`src/hdl/sab_ram.sv`:
```
module sab_ram #(
  parameter int WIDTH = 8,
  parameter int DEPTH = 32
) (
  input  logic                     clk,
  input  logic                     we,
  input  logic [$clog2(DEPTH)-1:0] waddr,
  input  logic [WIDTH-1:0]         wdata,
  input  logic                     re,
  input  logic [$clog2(DEPTH)-1:0] raddr,
  output logic [WIDTH-1:0]         rdata
);

  logic [WIDTH-1:0] mem [DEPTH];

  always_ff @(posedge clk) begin
    if (we) begin
      mem[waddr] <= wdata;
    end
    if (re) begin
      rdata <= mem[raddr];
    end
  end

endmodule

```
`config.mk`:
```
export PLATFORM = sky130hd
export DESIGN_NAME = sab_ram
export DESIGN_NICKNAME = d
export VERILOG_FILES = /design/src/hdl/sab_ram.sv
export SDC_FILE = /design/constraint.sdc
export NUM_CORES = 1
export LEC_CHECK = 0
export ABC_CLOCK_PERIOD_IN_PS = 2620
export BUFFER_PORTS_ARGS = -buffer_cell sky130_fd_sc_hd__buf_2
export CORE_ASPECT_RATIO = 1.2
export CORE_MARGIN = 3
export CORE_UTILIZATION = 31
export DETAILED_ROUTE_END_ITERATION = 10
export GPL_TIMING_DRIVEN = 0
export REMOVE_ABC_BUFFERS = 1
export SLEW_MARGIN = 20
export SYNTH_ARGS = -nofsm -noshare
export SYNTH_HDL_FRONTEND = slang
export SYNTH_SLANG_ARGS = --single-unit
```
`constraint.sdc`:
```
create_clock -name clk -period 2.62 [get_ports clk]
set_input_delay 0.262 -clock clk [delete_from_list [all_inputs] [get_ports clk]]
set_output_delay 0.262 -clock clk [all_outputs]
set_load 0.005 [all_outputs]
```
* Word-level counts from Yosys, hierarchy flattened *
Memories as Yosys holds them, arrays and structs flattened. A register that Yosys moved wholly into a read port is not among the register bits.
Cells that the tools add are included.

storage, ports and cells
  logic and storage cells = 3
  flip-flop bits (word level) = 0
  bits of input ports = 21
  memories = 1
  output and inout port bits = 8
  bits in writable memories = 256

cells by class
  muxes and demuxes = 2

memory list
  name  words  width  read ports  clocked after Yosys merged registers in  write ports  RTL line  RTL
  mem   32     8      1           1                                        1            14        logic [WIDTH-1:0] mem [DEPTH];

operators with widths
  kind    number
  $mux 1  2

* Logic depth before layout (Yosys ltp) *
  depth in word-level cells = 2
  gate-level depth with buffers = 5
  mapped depth without buffers = 3

* Worst setup path before layout *
OpenSTA, ideal clock, no wires.

  kind = input -> register
  start point = input raddr[2]
  end point = register rdata[0] (read register of mem), data pin
  data required time = 2360 ps
  arrival time = 1944 ps
  slack = 416 ps
  path buffers = 2
  library setup time = 260 ps
  cell stages on the path = 5
  path through = clkbuf_1 -> clkbuf_1 -> mux4_2 -> mux4_2 -> mux2_2

RTL lines
  item                RTL line  RTL
  start: declaration  10        input logic [$clog2(DEPTH)-1:0] raddr,
  end: declaration    11        output logic [WIDTH-1:0] rdata

==> run_results.csv <==
group,metric,value,unit
clock_tree,htree_num_levels,1,
die,die_w,171,um
synthesis,synth.cell_area,10100,um2
critical_path,cp-start-kind,"primary input",
cells_and_area,final_common_cell,"edfxtp_1",
drt,drtIter0Drc,436,
cells_and_area,layout-drive-gt1-share,32.5,%
timing,fmax,0.471,GHz
die,io_pins,29,
drt,viasPerCell,4.88,
power_and_ir_drop,ir_drop,0.000354,V
timing,finalHoldViolCount,0,
placement,post-dp-hpwl,12.2,mm
critical_path,crit_path_end_kind,"flop",
cells_and_area,antennaDiodeCount,0,
placement,io_buffers,28,
synthesis,synth-seq-area-share,78.2,%
die,fp.dieH,204,um
clock_tree,clockBufferDepth,3,
power_and_ir_drop,leakage,0.00347,uW
clock_tree,cts_resized,0,
status,status,"complete, no violations",
timing,slew_headroom,47.0,%
drt,dr.pass1.iters,4,
cells_and_area,utilization,36.0,%
clock_tree,clkTransAtPathRegs,0.06,ns
synthesis,synth_cell_types,14,
clock_tree,cts_root_buf,"clkbuf_16",
clock_tree,cts_buffers,24,
timing,rsz0062_at_grt,"no",
synthesis,synth-seq-cells,264,
synthesis,avgSynthCellArea,24.3,um2
critical_path,cp-startpoint,"raddr[0]",
timing,hold_slack,0.0835,ns
power_and_ir_drop,power,8410,uW
timing,slew_viol_final,0,
placement,finalWeightedCongestion,0.689,
critical_path,timing.rr.start,"mem[31][0]",
drt,wl_per_cell,21.6,um
clock_tree,insertion_delay,0.51,ns
critical_path,crit_path_max_fanout,44,
run,maxCapViolations,0,
synthesis,synthCells,417,
die,num_rows,71,
timing,min_period,2.12,ns
die,dieArea,34900,um2
drt,drt_wl_total,18.8,mm
hold_path,holdCritPathClass,"in -> reg",
drt,drcViolationCount,0,
die,coreArea,31800,um2
critical_path,critical_path_class,"in -> reg",
global_route,grt_max_degree,45,
cells_and_area,final_cell_mix,"264 x edfxtp_1, 80 x mux4_2, 33 x nor2_1, 26 x buf_2, 25 x clkbuf_16",
die,initial_core_util,31.9,%
synthesis,yosysWarnings,0,
clock_tree,cts_tree,"done",
critical_path,required,2.88,ns
timing,worst_slew_pin_slew,0.792,ns
clock_tree,clock-sinks,264,
global_route,overflow,0,
clock_tree,cts_setup_buffers,0,
global_route,grt_pass1_vias,4689,
cells_and_area,area_growth,13.1,%
critical_path,worst-endpoint-arrival,2.38,ns
global_route,antenna_found_initial,3,
cells_and_area,layout.nets,474,
drt,antenna_left,0,
timing,fin_skew,0.0138,ns
timing,setup_viol,0,
drt,vias,4241,
clock_tree,cts_hold_buf,0,
power_and_ir_drop,cellPowerDensity,734,nW/um2
timing,period_share,81.0,%
global_route,grt_usage,11.1,%
global_route,grt_pass1_wl,29.3,mm
hold_path,hp-start,"re",
-- per-stage QoR --
step / worst slack [ns] / cells / setup TNS, ns / cell area [um2]
after global routing: 0.400 / 869 / 0 / 11500
after global placement: -1.22 / 826 / -9.58 / 10700
final: 0.497 / 869 / 0 / 11500
after detailed placement: -0.0697 / 828 / -0.300 / 10700
after floorplan: 0.868 / 397 / 0 / 10000
after CTS: 0.472 / 869 / 0 / 11500
-- final timing paths --
check	to	cells past startpoint	slack, ns
setup / recovery	rdata[5]	5	0.50
hold / removal	rdata[7]	1	0.08
setup reg to reg	rdata[0]	3	0.62
hold reg to reg	rdata[5]	3	1.03
-- critical path: stages --
cell	delay, ns
buf_6	0.27
buf_16	0.32
mux4_2	0.59
mux4_2	0.55
mux2_2	0.30
-- state kept, by name, summed over array words and instances, names as in the netlist --
name	flops
mem	256
rdata	8
-- synthesized netlist by cell type, drive strengths merged --
| cell | count | area share (%) |
|---|---|---|
| edfxtp | 264 | 78 |
| mux4 | 80 | 18 |
| nor2 | 33 | 1.2 |
| buf | 14 | 0.83 |
| mux2 | 8 | 0.89 |
| clkbuf | 6 | 0.22 |
| nand3b | 5 | 0.37 |
| or3b | 3 | 0.26 |
| nand3 | 2 | 0.099 |
| nand2 | 1 | 0.037 |
| or3 | 1 | 0.062 |
-- layer usage --
layer | share of wire (%) | global-route usage (%) | vias to the layer above | wire (um)
li1 | - | - | 1851 | -
met2 | 54 | 19.5 | 94 | 10000
met5 | 0.22 | 0 | - | 41
met1 | 39 | 13.9 | 2259 | 7240
met4 | 2.4 | 3.71 | 6 | 441
met3 | 5.3 | 2.09 | 31 | 990
-- power breakdown --
part           internal (uW)  switching (uW)  total (uW)  leakage (uW)
logic                    188             236         424      0.000732
registers               4710            12.6        4730       0.00238
clock network           1840            1420        3260      0.000358
-- cells by family (layout without fill, tap and decap cells) --
kind of cell	count (synthesis)	after routing	synth area share (%)
buffers and inverters	20	71	1.05
DFF	264	264	78.2
muxes	88	88	18.7
and+or+nand+nor	45	45	2.05
-- area by class of cell --
type / instances / area [um2]
fillers: 2853 / 20300
flip-flops and latches: 264 / 7930
multi-input cells: 133 / 2100
clock buffers: 31 / 648
well taps: 401 / 502
repair buffers: 30 / 204
clock inverters: 10 / 81.3
Note: power is estimated with default switching activity, not from simulation.
