$ cat config.mk
export PLATFORM = sky130hd
export DESIGN_NAME = sab_bitmap
export DESIGN_NICKNAME = d
export VERILOG_FILES = /design/src/hdl/sab_pkg.sv /design/src/hdl/sab_ram.sv /design/src/hdl/sab_bitmap.sv
export SDC_FILE = /design/constraint.sdc
export NUM_CORES = 1
export LEC_CHECK = 0
export ABC_CLOCK_PERIOD_IN_PS = 5700
export BUFFER_PORTS_ARGS = -buffer_cell sky130_fd_sc_hd__buf_2
export CORE_MARGIN = 4
export CORE_UTILIZATION = 30
export CTS_CLUSTER_DIAMETER = 100
export DETAILED_ROUTE_END_ITERATION = 6
export GPL_ROUTABILITY_DRIVEN = 0
export PLACE_DENSITY = 0.52
export SLEW_MARGIN = 5
export SYNTH_ARGS = -nofsm -noshare
export SYNTH_HDL_FRONTEND = slang
export SYNTH_SLANG_ARGS = --single-unit
$ cat constraint.sdc
create_clock -name clk -period 5.7 [get_ports clk]
set_clock_uncertainty 0.2 [all_clocks]
set_input_delay 0.285 -clock clk [delete_from_list [all_inputs] [get_ports clk]]
set_output_delay 0.285 -clock clk [all_outputs]
set_load 0.005 [all_outputs]
$ cat src/hdl/sab_pkg.sv
package sab_pkg;

  // Store geometry. The bitmap is kept as rows of ROW_BITS flags each.
  localparam int CAPACITY   = 256;
  localparam int DATA_WIDTH = 32;
  localparam int SLOT_W     = $clog2(CAPACITY);
  localparam int COUNT_W    = SLOT_W + 1;
  localparam int ROW_BITS   = 8;
  localparam int ROW_SEL_W  = $clog2(ROW_BITS);
  localparam int ROWS       = CAPACITY / ROW_BITS;
  localparam int ROW_IDX_W  = $clog2(ROWS);

  // Transaction field widths.
  localparam int OP_W       = 2;
  localparam int STATUS_W   = 2;
  localparam int IN_DATA_W  = 32;
  localparam int OUT_DATA_W = 32;
  localparam int RUN_W      = 9;
  localparam int SUM_W      = RUN_W + 1;
  localparam int POP_W      = $clog2(ROW_BITS + 1);

  typedef enum logic [OP_W-1:0] {
    OP_INSERT = 2'd0,
    OP_REMOVE = 2'd1,
    OP_FIND   = 2'd2
  } op_t;

  typedef enum logic [STATUS_W-1:0] {
    ST_OK    = 2'd0,
    ST_FULL  = 2'd1,
    ST_RANGE = 2'd2,
    ST_NONE  = 2'd3
  } status_t;

  typedef enum logic [2:0] {
    S_IDLE,
    S_RD,
    S_EX,
    S_DATA,
    S_RESP
  } state_t;

  typedef struct packed {
    logic                 rd_en;
    logic                 wr_en;
    logic [ROW_IDX_W-1:0] addr;
    logic [ROW_BITS-1:0]  wdata;
  } bm_req_t;

  typedef struct packed {
    logic                  rd_en;
    logic [SLOT_W-1:0]     raddr;
    logic                  wr_en;
    logic [SLOT_W-1:0]     waddr;
    logic [DATA_WIDTH-1:0] wdata;
  } dm_req_t;

  typedef struct packed {
    status_t               status;
    logic [SLOT_W-1:0]     slot;
    logic [OUT_DATA_W-1:0] read_data;
    logic [COUNT_W-1:0]    occupied_count;
  } result_t;

endpackage

$ cat src/hdl/sab_ram.sv
module sab_ram #(
  parameter int WIDTH = 8,
  parameter int DEPTH = 32
) (
  input  logic                     clk,
  input  logic                     we,
  input  logic [$clog2(DEPTH)-1:0] waddr,
  input  logic [WIDTH-1:0]         wdata,
  input  logic                     re,
  input  logic [$clog2(DEPTH)-1:0] raddr,
  output logic [WIDTH-1:0]         rdata
);

  logic [WIDTH-1:0] mem [DEPTH];

  always_ff @(posedge clk) begin
    if (we) begin
      mem[waddr] <= wdata;
    end
    if (re) begin
      rdata <= mem[raddr];
    end
  end

endmodule

$ cat src/hdl/sab_bitmap.sv
module sab_bitmap import sab_pkg::*; (
  input  logic                clk,
  input  logic                rst_n,
  input  bm_req_t             req,
  output logic [ROW_BITS-1:0] rdata
);

  // One valid flag per row: a row never written reads as all free.
  logic [ROWS-1:0]     valid_r;
  logic [ROWS-1:0]     valid_nxt;
  logic                hit_r;
  logic [ROW_BITS-1:0] ram_q;

  sab_ram #(
    .WIDTH (ROW_BITS),
    .DEPTH (ROWS)
  ) u_ram (
    .clk   (clk),
    .we    (req.wr_en),
    .waddr (req.addr),
    .wdata (req.wdata),
    .re    (req.rd_en),
    .raddr (req.addr),
    .rdata (ram_q)
  );

  always_comb begin
    valid_nxt = valid_r;
    if (req.wr_en) begin
      valid_nxt[req.addr] = 1'b1;
    end
  end

  always_ff @(posedge clk) begin
    if (!rst_n) begin
      valid_r <= '0;
    end else begin
      valid_r <= valid_nxt;
    end
  end

  always_ff @(posedge clk) begin
    if (req.rd_en) begin
      hit_r <= valid_r[req.addr];
    end
  end

  assign rdata = hit_r ? ram_q : '0;

endmodule

# == Word level (Yosys, flattened, before mapping) ==
# Memory sizes are Yosys's and may differ from the RTL's. A register that Yosys moved wholly into a read port is not among the register bits.
# Index checks and enable logic that the tools add are counted.
# classes
n_reduce_logical,1
n_bitwise,1
n_lt_le_gt_ge,2
muxes,7
# op_table
op,n
$or 32x32->32,1
$mux 8,1
$lt 5x6->1 const B,1
$bmux 1 s5,1
$demux 1 s5,1
$ge 5x1->1 const B,1
$mux 1,4
$logic_and 1x1->1,1
# totals
ram_bits,256
regBits,33
input_bits,17
elab_cells,14
mem_count,1
# mem_list
name,words,width,read_ports,rd_clocked_by_memory_dff,wr,line_no,source
u_ram.mem,32,8,1,1,1,sab_ram.sv:14,logic [WIDTH-1:0] mem [DEPTH];

# == Logic depth before layout (Yosys ltp) ==
# Gate-level depths: netlist (run 1).
# logic_depth
word_depth,5
mapped_depth,7
mapped_depth_nobuf,4

# == Modules after synthesis ==
# A second synthesis (run 1) with hierarchy kept.
# unflattened
cells_unflattened,581
hier_area_um2,11676.2
# modules_own_cells
module,area_per_inst_um2,seq_area_each_um2,cells_each,n_inst
sab_ram,10133.5,7927.6,417,1
sab_bitmap,1542.7,670.6,164,1

# == Worst setup path before layout (run 1) ==
# No wires, ideal clock.
# synth_timing
path_kind,input -> register
startpoint,input req[8] (netlist bit)
endpoint,memory u_ram.mem[25][0] (enable)
path_stages,5
setup_slack_ps,3478
arrival_time_ps,1636
setup_ps,386
required_time_ps,5114
cell_sequence,buf_2 -> buf_2 -> buf_4 -> nand3b_1 -> nor3_1
# synth_lines
element,line_no,source
from (decl),sab_bitmap.sv:4,"input bm_req_t req,"
to (decl),sab_ram.sv:14,
# Straight into the memory's write port.

==> impl_results.md, run 1 <==
* Outcome: completed
* Grt peak-use layer: met2
* Die Wd at 204 µm
* Floorplan die area at 0.0415 mm²
* Post-route clock period utilization at 50.1%
* Post-route DRC at 0
* Final Routed Wirelength at 25900 µm
* Vert. Die Dim at 204 µm
* WS Path Type: input pin to register
* Crit-path max FO at 91
* Antenna violations before repair at 1
* Final setup TNS at 0 ns
* Gr usage total at 12.2%
* Leakage at 4.45 nW
* Top-Level Pins at 25
* Worst Hold Class: input pin to register
* Fmax at 350 MHz
* Final Critical Period at 2.86 ns
* Commonest non-fill, non-tap cell in the layout: edfxtp_1
* Number of buffers created by CTS at 29
* Global routing met2 resource utilization at 20.4%
* Worst Setup Start Kind: input pin
* Number of warnings printed during yosys synthesis at 0
* Clk sink count at 297
* Antenna diode count at 0
* Grt ovf at 0
* Gate Count Post-Synth at 681
* Share of cell area taken by muxes after synthesis at 12.5%
* Adder-Cell Fraction of Synth Area at 0%
* Post-synthesis net count at 698
* Post-synthesis simple-gate area fraction at 4.98%
* Layout cells sized above 1 at 10.8%
* Filler cell count in the final layout at 3616
* Synth unique cells at 26
* Initial Util at 30.5%
* Maximum number of pins on one net before global-route repair at 92
* Final Hold Viols at 0
* Clock insertion delay at the later pin of the skew report at 0.53 ns
* Wire length of the first global-routing pass at 38400 µm
* Post-synth top area cell: edfxtp_1
* Synth area leaders: edfxtp_1 (69%), mux2i_1 (13%), dfxtp_1 (5.6%)
* Detailed Route Iter0 Violations at 346
* Antenna Nets Post-Route at 0
* Sequential standard cell area at 0.00860 mm²
* Data arrival time of the critical path at 2.92 ns
* Count of vias placed by the detailed router at 5920
* Share of synthesized area occupied by flip-flops and latches at 74.8%
* Largest buffer count on any clock path at 3
* Number of max-cap violations at 0
* Final routed wire length divided by cell count at 21.0 µm
* Mapped Avg Cell Area at 16.9 µm²
* Post-Syn Area at 0.0115 mm²
* Total Power at 0.00450 W
* Vias in the first global route at 5970
* Port Buf Inserts at 24
* Compound-Gate Fraction of Synth Area at 6.00%
* Worst hold path stage count at 1
* Net count of the finished layout at 718
* Type of destination of the critical path: register
* Hold-fix buffer count after cts at 1
* CTS Root Buffer Type: clkbuf_16
* Pins over their slew limit at 0
* Layout overhead on the synthesized area at 13.7%
* Global routing met1 resource utilization at 17.1%
* Least-Margin Pin Slew at 1.11 ns
* H-tree lvl count at 1
* DR pass1 iterations at 4
* TritonCTS clock tree: done
* Global routing met3 resource utilization at 1.70%
* CTS clock-pin slew for the worst setup and hold paths at 0.06 ns
* Placeable core area at 0.0378 mm²
* Share of the synthesized area in the top cell type at 69.2%
* Area of the multi-input gates at 0.00271 mm²
* #FFs+latches synth at 297
* Power density cells at 344 mW/mm²
* Worst max-slew margin expressed relative to the limit at 25.3%
* Site Rows at 71
* # setup viols final at 0
* Crit path required time at 5.76 ns
* Most frequent cells in the layout: edfxtp_1 (265), mux2i_1 (144), o22ai_1 (72)
* Average via count per standard cell at 4.80
* Number of buffers added for setup after CTS at 0
* Largest family of logic cells by synthesized area: multiplexers
* Count of instances resized after the clock tree is built at 0
* Setup repair after global routing missed its margin: no
* XOR/XNOR share of the synthesized area at 0%
* Length in cells of the worst reg-to-reg path at 4
* Peak supply drop at 221 µV
* Half-perimeter wire length of the detailed placement result at 16300 µm
[kinds of logic after synthesis]
| logic type | after synthesis |
|---|---|
| AO/OA/AOI/OAI | 104 |
| buffers and inverters | 40 |
| AND/OR/NAND/NOR | 96 |
| flip-flops | 297 |
| multiplexers | 144 |
[Yosys cell counts]
master       n
and2_1       8
buf_2       27
buf_4        2
buf_6        1
clkbuf_1    10
dfxtp_1     32
edfxtp_1   265
mux2i_1    144
nand2_1     11
nand3_1      2
nand3b_1     4
nand4_1      1
nand4b_1     3
nand4b_2     1
nand4bb_1    4
nor2_1      29
nor3_1       3
nor3_2       1
nor4_1      18
o21a_1      32
o22ai_1     72
or3_1        1
or3b_2       3
or4_1        1
or4b_1       4
or4bb_1      2
[worst max-delay path, cell delays in order]
cell	delay (ns)
clkbuf_8	0.72
buf_4	0.73
mux2i_1	0.27
o22ai_1	0.11
nor4_1	0.62
nand2_1	0.09
[power breakdown]
part	internal, W	switching, W
Sequential	0.00240	0.0000102
Clock	0.00112	0.000766
Combinational	0.0000629	0.000132
[layout make-up]
| cell class | instances | share of cell area [%] |
|---|---|---|
| Timing Repair Buffer | 29 | 1.29 |
| Clock inverter | 4 | 0.345 |
| Tap cell | 511 | 4.89 |
| Sequential cell | 297 | 65.8 |
| Multi-Input combinational cell | 344 | 20.7 |
| Clock buffer | 49 | 6.97 |
[worst paths after layout]
kind / slack [ns] / end / start
min: 0.09 / u_ram.mem[11][7] / req[7]
max reg2reg: 3.47 / u_ram.rdata[3] / u_ram.mem[15][3]
max: 2.84 / u_ram.rdata[6] / req[8]
min reg2reg: 0.26 / valid_r[10] / valid_r[10]
[per-stage QoR]
step / utilization, % / hold WS [ns] / cells / instance area [µm²] / setup WS, ns
floorplan: - / 0.184 / 681 / 11500 / 3.48
global placement: 32.1 / 0.246 / 1180 / 12100 / 2.33
detailed placement: 32.1 / 0.252 / 1180 / 12100 / 2.33
CTS: 34.6 / 0.0899 / 1234 / 13100 / 2.90
global route: 34.6 / 0.115 / 1234 / 13100 / 2.73
finish: 34.6 / 0.0915 / 1234 / 13100 / 2.84
[flip-flops by register name, indices dropped and copies added (netlist names)]
signal       count
u_ram.mem      256
valid_r         32
u_ram.rdata      8
hit_r            1
[per-layer routing]
layer | vias up | routed length, µm
li1 | 2759 | -
met2 | 89 | 12700
met3 | 33 | 990
met5 | - | 11
met4 | 2 | 463
met1 | 3037 | 11700
No activity file was read; power rests on OpenSTA's default activity.
==> run 2, diff against run 1 <==
--- a/config.mk
+++ b/config.mk
@@ -5,7 +5,7 @@
 export SDC_FILE = /design/constraint.sdc
 export NUM_CORES = 1
 export LEC_CHECK = 0
-export ABC_CLOCK_PERIOD_IN_PS = 5700
+export ABC_CLOCK_PERIOD_IN_PS = 2800
 export BUFFER_PORTS_ARGS = -buffer_cell sky130_fd_sc_hd__buf_2
 export CORE_MARGIN = 4
 export CORE_UTILIZATION = 30
==> constraint.sdc (replaced) <==
create_clock -name clk -period 2.8 [get_ports clk]
set_clock_uncertainty 0.2 [all_clocks]
set_input_delay 0.14 -clock clk [delete_from_list [all_inputs] [get_ports clk]]
set_output_delay 0.14 -clock clk [all_outputs]
set_load 0.005 [all_outputs]
==> run 2 against run 1 <==
Register-to-register slack lost 2.8 ns. Final cell count is 4.5% higher. Combinational power rose by 130%. Largest cell class unchanged. Highest routed layer unchanged.
==> impl_results.md, run 2 (synthesis gave the netlist of run 1 again) <==
* Antenna violations before repair at 2
* Largest buffer count on any clock path at 3
* Top-Level Pins at 25
* Number of buffers added for setup after CTS at 0
* Half-perimeter wire length of the detailed placement result at 17500 µm
* Fmax at 443 MHz
* Leakage at 4.71 nW
* Startpoint of the tightest hold check path: req[2]
* Clk sink count at 297
* Length in cells of the worst reg-to-reg path at 4
* Internal power consumption at 0.00728 W
* Worst Hold Class: input pin to register
* Final Hold Viols at 0
* Antenna Nets Post-Route at 0
* Layout cells sized above 1 at 14.8%
* TritonCTS clock tree: done
* Detailed Route Iter0 Violations at 636
* Regs by FF count: u_ram.mem (256), valid_r (32), u_ram.rdata (8)
* Peak supply drop at 545 µV
* Data arrival time of the critical path at 2.32 ns
* Placeable core area at 0.0378 mm²
* Beginning of the worst register-to-register path: u_ram.mem[1][7]
* Type of destination of the critical path: register
* Vias in the first global route at 6197
* Net count of the finished layout at 771
* Worst max-slew margin expressed relative to the limit at 37.1%
* Gate power share at 4.8%
* Post-route clock period utilization at 80.6%
* Minimum setup slack among reg-to-reg paths at 0.72 ns
* Most frequent cells in the layout: edfxtp_1 (265), mux2i_1 (144), o22ai_1 (72)
* Commonest non-fill, non-tap cell in the layout: edfxtp_1
* Crit-path max FO at 32
* Worst Setup Start Kind: input pin
* Number of buffers created by CTS at 30
* Register with the most flip-flops: u_ram.mem
* Flip-flop count of the largest register after layout at 256
* Final non-filler cell area at 0.0135 mm²
* Net switching component of the power at 0.00187 W
* Reg2Reg Capture Point: u_ram.rdata[7]
* Least-Margin Pin Slew at 0.935 ns
* CTS Root Buffer Type: clkbuf_16
* Die Wd at 204 µm
* Gr usage total at 13.0%
* Net switching fraction of the power at 20.4%
* Final Routed Wirelength at 27400 µm
* WS Path Type: input pin to register
* Power density cells at 678 mW/mm²
* Filler cell count in the final layout at 3579
* Post-route DRC at 0
* # setup viols final at 0
* Floorplan die area at 0.0415 mm²
* Final setup TNS at 0 ns
* Vert. Die Dim at 204 µm
* Initial Util at 30.5%
* Worst Hold Endpoint: u_ram.mem[15][2]
* Fraction of the core area covered by cells at the end of the flow at 35.7%
* DR pass1 iterations at 6
* Clock insertion delay at the later pin of the skew report at 0.55 ns
* Hold-fix buffer count after cts at 7
* Wire length of the first global-routing pass at 41000 µm
* Port Buf Inserts at 24
* Count of instances resized after the clock tree is built at 0
* Setup crit start: req[8]
* Average via count per standard cell at 4.83
* Outcome: completed
* Relative contribution of the clock network to total power at 41.3%
* Final Critical Period at 2.26 ns
* Layout overhead on the synthesized area at 17.3%
* Setup repair after global routing missed its margin: no
* H-tree lvl count at 1
* Final routed wire length divided by cell count at 21.2 µm
* Count of vias placed by the detailed router at 6227
* CTS clock-pin slew for the worst setup and hold paths at 0.06 ns
* Register share of total power at 53.8%
* Crit path required time at 2.86 ns
* Area after DPL at 0.0125 mm²
* Maximum number of pins on one net before global-route repair at 33
* Grt ovf at 0
* Site Rows at 71
* Pins over their slew limit at 0
* Worst hold path stage count at 1
* Number of max-cap violations at 0
-- run 2: changes by cell type in the layout (fill, tap and decap cells not counted), sizes merged --
cell,previous run,this run
buf,27,73
clkinv,3,10
clkbuf,50,44
dlygate4sd3,1,7
bufinv,1,2
diode,0,1
-- run 2: power by group through the flow --
stage / Clock [W] / Sequential (W) / Combinational (W)
floorplan: 0 / 0.00500 / 0.000239
global placement: 0 / 0.00501 / 0.000440
detailed placement: 0 / 0.00501 / 0.000442
CTS: 0.00388 / 0.00492 / 0.000450
global route: 0.00408 / 0.00492 / 0.000481
finish: 0.00378 / 0.00492 / 0.000442
-- run 2: metal layers --
layer	GRT usage, %	share of wire (%)	up-vias
li1	-	-	2877
met1	18.6	46	3154
met2	21.2	48	156
met3	2.03	4.6	36
met4	2.79	1.8	4
met5	0	0.12	-
-- run 2: worst max-delay path: stages --
cell and delay, ns:
clkbuf_8 0.33, buf_12 0.30, buf_12 0.19, mux2i_1 0.25, o22ai_1 0.12, nor4_1 0.82, nand2_1 0.09
-- run 2: metrics by stage --
stage / hold slack [ns] / total power, W / setup WS (ns) / instances
6_report: 0.00706 / 0.00914 / 0.544 / 1289
5_1_grt: 0.0346 / 0.00948 / 0.464 / 1288
4_1_cts: 0.0170 / 0.00925 / 0.647 / 1288
3_5_place_dp: 0.252 / 0.00545 / 0.0651 / 1226
3_3_place_gp: 0.246 / 0.00545 / 0.0383 / 1226
2_1_floorplan: 0.0389 / 0.00524 / 0.723 / 681
-- run 2: area by class of cell --
type	instances	area, µm²	share of cell area (%)
clock buffers	43	831	6.16
well taps	511	639	4.74
clock inverters	12	100	0.742
flip-flops and latches	297	8600	63.7
repair buffers	81	612	4.54
diodes	1	2.50	0.0186
multi-input cells	344	2710	20.1
-- run 2: how the worst max path moves through the flow --
stage / end / depth (start not counted) / slack [ns]
6_report: u_ram.rdata[7] / 7 / 0.54
5_1_grt: u_ram.rdata[2] / 7 / 0.46
4_1_cts: u_ram.rdata[6] / 7 / 0.65
3_5_place_dp: u_ram.rdata[6] / 7 / 0.07
3_3_place_gp: u_ram.rdata[2] / 7 / 0.04
2_1_floorplan: u_ram.mem[25][0] / 5 / 0.72
