<file path="config.mk">
export PLATFORM = sky130hd
export DESIGN_NAME = sab_ctrl_flat
export DESIGN_NICKNAME = d
export VERILOG_FILES = /design/src/hdl/sab_pkg.sv /design/src/hdl/sab_if.sv /design/src/hdl/sab_ctrl.sv /design/src/flat_wrapper.sv
export SDC_FILE = /design/constraint.sdc
export NUM_CORES = 1
export LEC_CHECK = 0
export BUFFER_PORTS_ARGS = -buffer_cell sky130_fd_sc_hd__buf_4
export CORE_AREA = 4 4 112 114
export DETAILED_ROUTE_END_ITERATION = 16
export DIE_AREA = 0 0 116 118
export GPL_ROUTABILITY_DRIVEN = 0
export GPL_TIMING_DRIVEN = 0
export HOLD_SLACK_MARGIN = 0.03
export PLACE_DENSITY = 0.85
export RECOVER_POWER = 100
export SLEW_MARGIN = 10
export SYNTH_ARGS = -nofsm -noshare
export SYNTH_HDL_FRONTEND = slang
export SYNTH_SLANG_ARGS = --single-unit
</file>
<file path="constraint.sdc">
create_clock -name clk -period 9.4 [get_ports clk]
set_input_delay 0.94 -clock clk [delete_from_list [all_inputs] [get_ports clk]]
set_output_delay 0.94 -clock clk [all_outputs]
set_load 0.01 [all_outputs]
</file>
<file path="src/hdl/sab_pkg.sv">
package sab_pkg;

  // Store geometry. The bitmap is kept as rows of ROW_BITS flags each.
  localparam int CAPACITY   = 256;
  localparam int DATA_WIDTH = 32;
  localparam int SLOT_W     = $clog2(CAPACITY);
  localparam int COUNT_W    = SLOT_W + 1;
  localparam int ROW_BITS   = 8;
  localparam int ROW_SEL_W  = $clog2(ROW_BITS);
  localparam int ROWS       = CAPACITY / ROW_BITS;
  localparam int ROW_IDX_W  = $clog2(ROWS);

  // Transaction field widths.
  localparam int OP_W       = 2;
  localparam int STATUS_W   = 2;
  localparam int IN_DATA_W  = 32;
  localparam int OUT_DATA_W = 32;
  localparam int RUN_W      = 9;
  localparam int SUM_W      = RUN_W + 1;
  localparam int POP_W      = $clog2(ROW_BITS + 1);

  typedef enum logic [OP_W-1:0] {
    OP_INSERT = 2'd0,
    OP_REMOVE = 2'd1,
    OP_FIND   = 2'd2
  } op_t;

  typedef enum logic [STATUS_W-1:0] {
    ST_OK    = 2'd0,
    ST_FULL  = 2'd1,
    ST_RANGE = 2'd2,
    ST_NONE  = 2'd3
  } status_t;

  typedef enum logic [2:0] {
    S_IDLE,
    S_RD,
    S_EX,
    S_DATA,
    S_RESP
  } state_t;

  typedef struct packed {
    logic                 rd_en;
    logic                 wr_en;
    logic [ROW_IDX_W-1:0] addr;
    logic [ROW_BITS-1:0]  wdata;
  } bm_req_t;

  typedef struct packed {
    logic                  rd_en;
    logic [SLOT_W-1:0]     raddr;
    logic                  wr_en;
    logic [SLOT_W-1:0]     waddr;
    logic [DATA_WIDTH-1:0] wdata;
  } dm_req_t;

  typedef struct packed {
    status_t               status;
    logic [SLOT_W-1:0]     slot;
    logic [OUT_DATA_W-1:0] read_data;
    logic [COUNT_W-1:0]    occupied_count;
  } result_t;

endpackage

</file>
<file path="src/hdl/sab_if.sv">
interface sab_in_if import sab_pkg::*; ();
  logic                 valid;
  logic                 ready;
  logic [OP_W-1:0]      op;
  logic [IN_DATA_W-1:0] write_data;
  logic [SLOT_W-1:0]    slot_index;
  logic [RUN_W-1:0]     run_length;
  logic                 search_from_start;

  modport source (
    output valid, op, write_data, slot_index, run_length, search_from_start,
    input  ready
  );
  modport sink (
    input  valid, op, write_data, slot_index, run_length, search_from_start,
    output ready
  );
endinterface


</file>
<file path="src/hdl/sab_ctrl.sv">
module sab_ctrl import sab_pkg::*; (
  input  logic                  clk,
  input  logic                  rst_n,
  sab_in_if.sink                in_chan,
  output bm_req_t               bm_req,
  input  logic [ROW_BITS-1:0]   bm_rdata,
  output dm_req_t               dm_req,
  input  logic [DATA_WIDTH-1:0] dm_rdata,
  output logic                  res_valid,
  input  logic                  res_ready,
  output result_t               res
);

  function automatic logic [POP_W-1:0] pop_count(input logic [ROW_BITS-1:0] v);
    logic [POP_W-1:0] n;
    n = '0;
    for (int b = 0; b < ROW_BITS; b++) begin
      n = n + POP_W'(v[b]);
    end
    return n;
  endfunction

  function automatic logic [ROW_SEL_W-1:0] lowest_set(input logic [ROW_BITS-1:0] v);
    logic [ROW_SEL_W-1:0] k;
    k = '0;
    for (int b = ROW_BITS - 1; b >= 0; b--) begin
      if (v[b]) begin
        k = ROW_SEL_W'(b);
      end
    end
    return k;
  endfunction

  state_t               state_r, state_nxt;
  logic [OP_W-1:0]      op_r, op_nxt;
  logic [SLOT_W-1:0]    base_r, base_nxt;
  logic [SLOT_W-1:0]    end_r, end_nxt;
  logic [ROW_IDX_W-1:0] row_r, row_nxt;
  logic [SLOT_W-1:0]    hint_r, hint_nxt;
  logic                 hint_full_r, hint_full_nxt;
  logic [COUNT_W-1:0]   count_r, count_nxt;
  status_t              status_r, status_nxt;
  logic [SLOT_W-1:0]    slot_r, slot_nxt;
  logic [OUT_DATA_W-1:0] data_r, data_nxt;

  logic                 in_ready;
  logic                 in_fire;
  logic [SUM_W-1:0]     rm_sum;
  logic                 rm_bad;
  logic [COUNT_W-1:0]   find_start;
  logic                 go_walk;

  logic                 first_row;
  logic                 last_row;
  logic                 at_end;
  logic [ROW_SEL_W-1:0] lo;
  logic [ROW_SEL_W-1:0] hi;
  logic [ROW_BITS-1:0]  lo_mask;
  logic [ROW_BITS-1:0]  rm_mask;
  logic [ROW_BITS-1:0]  set_row;
  logic [ROW_BITS-1:0]  search_vec;
  logic                 found;
  logic [ROW_SEL_W-1:0] found_idx;
  logic [SLOT_W-1:0]    found_slot;

  assign in_fire = in_chan.valid && in_ready;
  assign in_chan.ready = in_ready;

  // Decode of an arriving transaction.
  always_comb begin
    rm_sum     = SUM_W'(in_chan.slot_index) + SUM_W'(in_chan.run_length);
    rm_bad     = rm_sum > SUM_W'(CAPACITY);
    find_start = in_chan.search_from_start ? '0
               : COUNT_W'(in_chan.slot_index) + COUNT_W'(1);
    unique case (in_chan.op)
      OP_INSERT: go_walk = !hint_full_r;
      OP_REMOVE: go_walk = !rm_bad && (in_chan.run_length != '0);
      OP_FIND:   go_walk = !find_start[SLOT_W];
      default:   go_walk = 1'b0;
    endcase
  end

  // Row processing while the bitmap row is on the read port.
  always_comb begin
    first_row  = row_r == base_r[SLOT_W-1:ROW_SEL_W];
    last_row   = row_r == end_r[SLOT_W-1:ROW_SEL_W];
    at_end     = row_r == ROW_IDX_W'(ROWS - 1);
    lo         = first_row ? base_r[ROW_SEL_W-1:0] : '0;
    hi         = last_row ? end_r[ROW_SEL_W-1:0] : ROW_SEL_W'(ROW_BITS - 1);
    lo_mask    = {ROW_BITS{1'b1}} << lo;
    rm_mask    = lo_mask & ({ROW_BITS{1'b1}} >> (ROW_SEL_W'(ROW_BITS - 1) - hi));
    set_row    = first_row ? (bm_rdata | (ROW_BITS'(1) << lo)) : bm_rdata;
    search_vec = (op_r == OP_INSERT) ? (~set_row & lo_mask) : (bm_rdata & lo_mask);
    found      = |search_vec;
    found_idx  = lowest_set(search_vec);
    found_slot = {row_r, found_idx};
  end

  // Next state.
  always_comb begin
    state_nxt = state_r;
    unique case (state_r)
      S_IDLE: begin
        if (in_fire) begin
          state_nxt = go_walk ? S_RD : S_RESP;
        end
      end
      S_RD: state_nxt = S_EX;
      S_EX: begin
        unique case (op_r)
          OP_INSERT: state_nxt = (found || at_end) ? S_RESP : S_RD;
          OP_REMOVE: state_nxt = last_row ? S_RESP : S_RD;
          OP_FIND:   state_nxt = found ? S_DATA : (at_end ? S_RESP : S_RD);
          default:   state_nxt = S_RESP;
        endcase
      end
      S_DATA: state_nxt = S_RESP;
      S_RESP: begin
        if (res_ready) begin
          state_nxt = S_IDLE;
        end
      end
      default: state_nxt = S_IDLE;
    endcase
  end

  // Outputs of the sequencer.
  always_comb begin
    in_ready     = state_r == S_IDLE;
    res_valid    = state_r == S_RESP;
    bm_req.rd_en = state_r == S_RD;
    bm_req.wr_en = (state_r == S_EX) &&
                   ((op_r == OP_REMOVE) || ((op_r == OP_INSERT) && first_row));
    bm_req.addr  = row_r;
    bm_req.wdata = (op_r == OP_REMOVE) ? (bm_rdata & ~rm_mask) : set_row;
    dm_req.wr_en = in_fire && (in_chan.op == OP_INSERT) && !hint_full_r;
    dm_req.waddr = hint_r;
    dm_req.wdata = in_chan.write_data[DATA_WIDTH-1:0];
    dm_req.rd_en = (state_r == S_EX) && (op_r == OP_FIND) && found;
    dm_req.raddr = found_slot;
    res.status         = status_r;
    res.slot           = slot_r;
    res.read_data      = data_r;
    res.occupied_count = count_r;
  end

  // Datapath updates.
  always_comb begin
    op_nxt        = op_r;
    base_nxt      = base_r;
    end_nxt       = end_r;
    row_nxt       = row_r;
    hint_nxt      = hint_r;
    hint_full_nxt = hint_full_r;
    count_nxt     = count_r;
    status_nxt    = status_r;
    slot_nxt      = slot_r;
    data_nxt      = data_r;
    unique case (state_r)
      S_IDLE: begin
        if (in_fire) begin
          op_nxt     = in_chan.op;
          slot_nxt   = '0;
          data_nxt   = '0;
          status_nxt = ST_OK;
          unique case (in_chan.op)
            OP_INSERT: begin
              if (hint_full_r) begin
                status_nxt = ST_FULL;
              end else begin
                slot_nxt = hint_r;
                base_nxt = hint_r;
                row_nxt  = hint_r[SLOT_W-1:ROW_SEL_W];
              end
            end
            OP_REMOVE: begin
              base_nxt = in_chan.slot_index;
              end_nxt  = SLOT_W'(rm_sum - SUM_W'(1));
              row_nxt  = in_chan.slot_index[SLOT_W-1:ROW_SEL_W];
              if (rm_bad) begin
                status_nxt = ST_RANGE;
              end else if (go_walk) begin
                // The hint moves to the run start if that lies below it or the store is full.
                if ((in_chan.slot_index < hint_r) || hint_full_r) begin
                  hint_nxt = in_chan.slot_index;
                end
                hint_full_nxt = 1'b0;
              end
            end
            OP_FIND: begin
              base_nxt = find_start[SLOT_W-1:0];
              row_nxt  = find_start[SLOT_W-1:ROW_SEL_W];
              if (!go_walk) begin
                status_nxt = ST_NONE;
              end
            end
            default: status_nxt = ST_RANGE;
          endcase
        end
      end
      S_EX: begin
        row_nxt = row_r + ROW_IDX_W'(1);
        unique case (op_r)
          OP_INSERT: begin
            if (first_row) begin
              count_nxt = count_r + COUNT_W'(1);
            end
            if (found) begin
              hint_nxt = found_slot;
            end else if (at_end) begin
              hint_full_nxt = 1'b1;
            end
          end
          OP_REMOVE: begin
            count_nxt = count_r - COUNT_W'(pop_count(bm_rdata & rm_mask));
          end
          OP_FIND: begin
            if (found) begin
              slot_nxt = found_slot;
            end else if (at_end) begin
              status_nxt = ST_NONE;
            end
          end
          default: status_nxt = ST_RANGE;
        endcase
      end
      S_DATA: data_nxt = OUT_DATA_W'(dm_rdata);
      default: ;
    endcase
  end

  always_ff @(posedge clk) begin
    if (!rst_n) begin
      state_r     <= S_IDLE;
      hint_r      <= '0;
      hint_full_r <= 1'b0;
      count_r     <= '0;
    end else begin
      state_r     <= state_nxt;
      hint_r      <= hint_nxt;
      hint_full_r <= hint_full_nxt;
      count_r     <= count_nxt;
    end
  end

  always_ff @(posedge clk) begin
    op_r     <= op_nxt;
    base_r   <= base_nxt;
    end_r    <= end_nxt;
    row_r    <= row_nxt;
    status_r <= status_nxt;
    slot_r   <= slot_nxt;
    data_r   <= data_nxt;
  end

endmodule

</file>
<file path="src/flat_wrapper.sv">
// flat-port wrapper written by rule: the top's interface ports become plain ports
module sab_ctrl_flat import sab_pkg::*;
  (clk, rst_n, bm_req, bm_rdata, dm_req, dm_rdata, res_valid, res_ready, res, in_chan_valid, in_chan_op, in_chan_write_data, in_chan_slot_index, in_chan_run_length, in_chan_search_from_start, in_chan_ready);
  sab_in_if in_chan_i ();
  input  logic clk;
  input  logic rst_n;
  output bm_req_t bm_req;
  input  logic [ROW_BITS-1:0] bm_rdata;
  output dm_req_t dm_req;
  input  logic [DATA_WIDTH-1:0] dm_rdata;
  output logic res_valid;
  input  logic res_ready;
  output result_t res;
  input wire logic [$bits(in_chan_i.valid)-1:0] in_chan_valid;
  input wire logic [$bits(in_chan_i.op)-1:0] in_chan_op;
  input wire logic [$bits(in_chan_i.write_data)-1:0] in_chan_write_data;
  input wire logic [$bits(in_chan_i.slot_index)-1:0] in_chan_slot_index;
  input wire logic [$bits(in_chan_i.run_length)-1:0] in_chan_run_length;
  input wire logic [$bits(in_chan_i.search_from_start)-1:0] in_chan_search_from_start;
  output wire logic [$bits(in_chan_i.ready)-1:0] in_chan_ready;
  assign in_chan_i.valid = in_chan_valid;
  assign in_chan_i.op = in_chan_op;
  assign in_chan_i.write_data = in_chan_write_data;
  assign in_chan_i.slot_index = in_chan_slot_index;
  assign in_chan_i.run_length = in_chan_run_length;
  assign in_chan_i.search_from_start = in_chan_search_from_start;
  assign in_chan_ready = in_chan_i.ready;
  sab_ctrl u_core (.clk(clk), .rst_n(rst_n), .in_chan(in_chan_i), .bm_req(bm_req), .bm_rdata(bm_rdata), .dm_req(dm_req), .dm_rdata(dm_rdata), .res_valid(res_valid), .res_ready(res_ready), .res(res));
endmodule
</file>
---- Word-level counts from Yosys, hierarchy flattened ----
Cells that the tools add are included.
storage, ports and cells
  register bits ........................... 86
  bits of input ports ..................... 96
  output and inout bits ................... 118
  logic and storage cells ................. 166
cells by class
  add/sub/neg operators ................... 14
  magnitude comparators ................... 2
  equality and inequality tests ........... 29
  shift operators ......................... 3
  mux-type cells .......................... 64
  bitwise gates (word level) .............. 8
  reductions and logical operators ........ 35
operators by type and width
  operator                                                                number
  8-bit two-way mux                                                       15
  32-bit one-hot mux with 2 select lines                                  1
  3-bit two-way mux                                                       17
  8-bit AND                                                               5
  32-bit two-way mux                                                      1
  8-bit one-hot mux with 2 select lines                                   2
  4-bit by 1-bit adder with 4-bit output                                  6
  8-bit one-hot mux with 3 select lines                                   1
  9-bit two-way mux                                                       2
  2-bit != test (second input constant)                                   9
  9-bit one-hot mux with 2 select lines                                   1
  8-bit NOT                                                               2
  8-bit AND reduction                                                     2
  3-bit one-hot mux with 5 select lines                                   1
  5-bit one-hot mux with 3 select lines                                   1
  4-bit AND reduction                                                     3
  8-bit by 9-bit adder with 10-bit output                                 1
  5-bit == test                                                           2
  10-bit by 9-bit > comparator with 1-bit output (second input constant)  1
  2-bit two-way mux                                                       5
  5-bit two-way mux                                                       2
  2-bit by 1-bit != test with 1-bit output (second input constant)        5
  5-bit one-hot mux with 2 select lines                                   1
  8-bit by 1-bit adder with 9-bit output (second input constant)          1
  other kinds (39)                                                        68

---- Longest topological paths before layout ----
  word-level depth ........................ 19
  depth in mapped cells ................... 25
  gate-level depth less buffers ........... 24

---- Least setup slack after synthesis ----
Ideal clock, no wire load.
  path type ............................... reg2reg
  start point ............................. register u_core.row_r[3]
  end point ............................... register u_core.count_r[8]
  library setup time ...................... 71 ps
  arrival ................................. 5467 ps
  required time ........................... 9329 ps
  slack ................................... 3862 ps
  stages on the path, launching flop included .. 23
  path buffers ............................ 1
  clock period less this slack ............ 5538 ps
  path through ............................ edfxtp_1 xor2_1 or2_4 buf_6 nor3_1 a21oi_1 and2_1 ha_1 inv_1 fa_1 fa_1 fa_1 fa_1 nand2_1 fa_1 nor2b_1 o21ai_0 a21boi_0 o21ai_0 a21oi_1 xnor2_1 or3_1 a21oi_1
between the ends
  cells in the longest elaborated chain, start to end .. 15
ends and longest elaborated chain
  what                                                  RTL line         RTL
  start: declaration                                    sab_ctrl.sv:38   logic [ROW_IDX_W-1:0] row_r, row_nxt;
  start signal: assignment                              sab_ctrl.sv:250  row_r <= row_nxt;
  5-bit == test                                         sab_ctrl.sv:86   last_row = row_r == end_r[SLOT_W-1:ROW_SEL_W];
  3-bit two-way mux                                     sab_ctrl.sv:89   hi = last_row ? end_r[ROW_SEL_W-1:0] : ROW_SEL_W'(ROW_BITS - 1);
  3-bit subtractor                                      sab_ctrl.sv:91   rm_mask = lo_mask & ({ROW_BITS{1'b1}} >> (ROW_SEL_W'(ROW_BITS - 1) - hi));
  8-bit by 3-bit right shift with 8-bit output          sab_ctrl.sv:91
  8-bit AND                                             sab_ctrl.sv:91
  8-bit AND                                             sab_ctrl.sv:215  count_nxt = count_r - COUNT_W'(pop_count(bm_rdata & rm_mask));
  1-bit by 1-bit adder with 2-bit output                sab_ctrl.sv:18   n = n + POP_W'(v[b]);
  4-bit by 1-bit adder with 4-bit output (6 in series)  sab_ctrl.sv:18
  9-bit by 4-bit subtractor with 9-bit output           sab_ctrl.sv:215
  9-bit one-hot mux with 2 select lines                 sab_ctrl.sv:203  unique case (op_r)
  end signal: assignment                                sab_ctrl.sv:242  count_r <= count_nxt;
  end: declaration                                      sab_ctrl.sv:41   logic [COUNT_W-1:0] count_r, count_nxt;
Several ways; a longest one is shown, not always the timed one.
A chain may end at the register's enable or synchronous reset.

---- Final worst setup path ----
  start point ............................. register u_core.row_r[2]
  end point ............................... register u_core.count_r[8]
The elaborated chain is that of the path after synthesis.

==> impl_results.md <==
* Outcome: complete, but fails checks
* Violated checks: capacitance limit, slew limit
* Post-DP HPWL at 14.07 mm
* Row cnt at 39
* Grt met2 use at 44.71%
* CTS buffer count at 9
* Post-Syn Area at 6210 um^2
* Vias in the first global route at 5,696
* Main synth FF type: edfxtp_1
* Post-CTS resize count at 0
* Period minus WS final at 6.521 ns
* Final Power at 0.001159 W
* Wire length per cell at 17.86 um
* Hold Path Class: reg2reg
* Syn_nets at 807
* Synthesis Warnings at 0
* Slew HR at -46.63%
* Final Hold Viols at 0
* TritonCTS clock tree: done
* Met3 global-route usage at 4.576%
* PD cells at 153.4 nW/um^2
* Setup-failing EPs final at 0
* Commonest non-fill, non-tap cell in the layout: clkbuf_1
* Drt total wl at 18.04 mm
* Worst Path Max Fanout at 10
* Via density at 5.916
* H-tree depth at 3
* Post-DRT Antenna Nets at 0
* Core box area at 11,420 um^2
* VDD IR max at 121.6 uV
* Actual slew at the worst max-slew pin at 2.199 ns
* Post-synth EDFFs at 65
* Pins Over Slew Limit at 33
* P&R area growth vs syn at 21.64%
* Number of I/O pins at 214
* N_diodes at 0
* Unique masters post-synth at 74
* Sequential fraction of the synthesis area at 38.20%
* Hold depth at 2
* Post-route DRC at 0
* F_max at 153.4 MHz
* Initial drt markers at 685
* First drt pass iteration count at 6
* Asr flop ratio synth at 0%
* Layout cells sized above 1 at 16.61%
* Syn Inst Count at 670
* Register bit total from synthesis at 86
* DIE WIDTH at 116 um
* Met1 GRT Util at 29.96%
* Core Util, Final at 66.15%
* Avg Inst Size Synth at 9.268 um^2
* Final period util at 69.37%
* GR Overflow Total at 0
* RSZ-0062 raised after global routing: no
* Setup crit start kind: register
* Sequential standard cell area at 2372 um^2
* Total track usage at 24.90%
* Clk_skew at 0.008945 ns
* Die H at 118 um
* Setup TNS at 0 ns
* Clock Latency Late Sink at 0.34 ns
* Filler cell count at 991
* Number of max-cap violations at 1
* Die footprint at 13,690 um^2
* Leak pwr at 3.031 nW
* Largest net degree at the start of global routing at 33
* R2R depth at 24
* Routed via count at 5,975
* PortBufs at 181
* Most Crowded Layer GR: met2
* Worst setup path category: reg2reg
* Setup bufs post-CTS at 0
* Global-route wire length before repair at 27.72 mm
* Clk sink count at 86
* Initial antenna violation count at 0
* Starting density of the core at 54.38%
* Area taken by multi-input logic gates at 3244 um^2
* Critical Path End Type: register
* Worst EP arrival at 6.78 ns
* CP required at 9.66 ns
* Clk slew on worst S/H paths at 0.06 ns
* # nets final at 999
* Most frequent cells in the layout: clkbuf_1, buf_4, nand2_1
* Worst-case clock buffer depth at 2
* Hold_buf cts at 0
* Root Driver: clkbuf_16
routing by layer:
layer | part of all wire (%) | up-vias
met1 | 37 | 2766
li1 | - | 2767
met5 | 0 | -
met3 | 11 | 45
met2 | 50 | 397
met4 | 2.4 | 0
flip-flops by register name, summed over array words and instances, names as in the netlist:
| name | cells |
|---|---|
| u_core.data_r | 32 |
| u_core.count_r | 9 |
| u_core.base_r | 8 |
| u_core.end_r | 8 |
| u_core.hint_r | 8 |
| u_core.slot_r | 8 |
| u_core.row_r | 5 |
| u_core.state_r | 3 |
| u_core.op_r | 2 |
| u_core.status_r | 2 |
| u_core.hint_full_r | 1 |
synthesized netlist by cell type (8+ instances only):
master    number  area, um^2
nand3_1       16       80.08
nand2_1       67       251.5
and2_1        36       225.2
xor2_1        12       105.1
a21o_1         8       60.06
buf_4         37       277.8
ha_1          35       437.9
nor2_1        42       157.7
nor3_1        17       85.08
a311oi_2       8       120.1
o21ai_0       39       195.2
edfxtp_1      65        1952
xnor2_1       22       192.7
clkbuf_1      16       60.06
a21oi_1       46       230.2
nor2b_1        9       56.30
dfxtp_1       21       420.4
o31ai_1        9       67.56
inv_1         41       153.9
report_power, final:
group / internal, W / switching, W
Clock: 0.000207 / 0.000148
Combinational: 0.000133 / 0.000200
Sequential: 0.000450 / 0.0000210
Total: 0.000789 / 0.000369
cell type report:
cell class                      count  share of cell area [%]
Multi-Input combinational cell    482                   42.95
Sequential cell                    86                   31.41
Timing Repair Buffer              181                   12.27
Buffer                             59                   4.903
Clock buffer                        9                   2.982
Tap cell                          143                   2.369
Inverter                           43                   2.137
Clock inverter                      7                  0.9773
per-stage QoR:
stage               cell area [um^2]  setup slack, ns  std cells  hold WS [ns]
floorplan                       6210            3.862        670        0.4920
CTS                             8046            3.197       1010        0.4895
global route                    7553            2.527       1010        0.5302
detailed placement              7747            3.238        994        0.4811
global placement                7747            3.426        994        0.4655
finish                          7553            2.879       1010        0.4841
critical path: stages (launching register included):
cell and delay (ns):
edfxtp_1 0.42, clkbuf_1 0.39, xnor2_2 0.16, nand3_1 0.16
clkbuf_1 0.29, nor3_1 0.37, a21oi_1 0.10, and2_0 0.20
ha_1 0.28, inv_1 0.05, fa_1 0.50, fa_1 0.52
fa_1 0.47, fa_1 0.39, xnor2_1 0.16, nor2_1 0.06
ha_1 0.32, nor2b_1 0.14, o21ai_0 0.25, a21boi_0 0.18
o21ai_0 0.31, a21oi_1 0.14, xnor2_1 0.15, or3_1 0.30
a21oi_1 0.14
cell families after synthesis:
group	share of synthesized area (%)
and+or+nand+nor	18.98
AOI/OAI and AO/OA	19.34
buffers and inverters	8.725
DFF	38.20
adders and majority gates	8.987
xor gates and xnor gates	5.057
muxes	0.7052
path summary, 6_finish.rpt:
| check | slack [ns] | start | to |
|---|---|---|---|
| setup / recovery | 2.88 | u_core.row_r[2]$_DFFE_PP_ | u_core.count_r[8]$_SDFFE_PN0P_ |
| hold / removal | 0.48 | u_core.count_r[6]$_SDFFE_PN0P_ | u_core.count_r[6]$_SDFFE_PN0P_ |
| setup reg to reg | 2.88 | u_core.row_r[2]$_DFFE_PP_ | u_core.count_r[8]$_SDFFE_PN0P_ |
| hold reg to reg | 0.48 | u_core.count_r[6]$_SDFFE_PN0P_ | u_core.count_r[6]$_SDFFE_PN0P_ |
(Power assumes the default switching activity.)
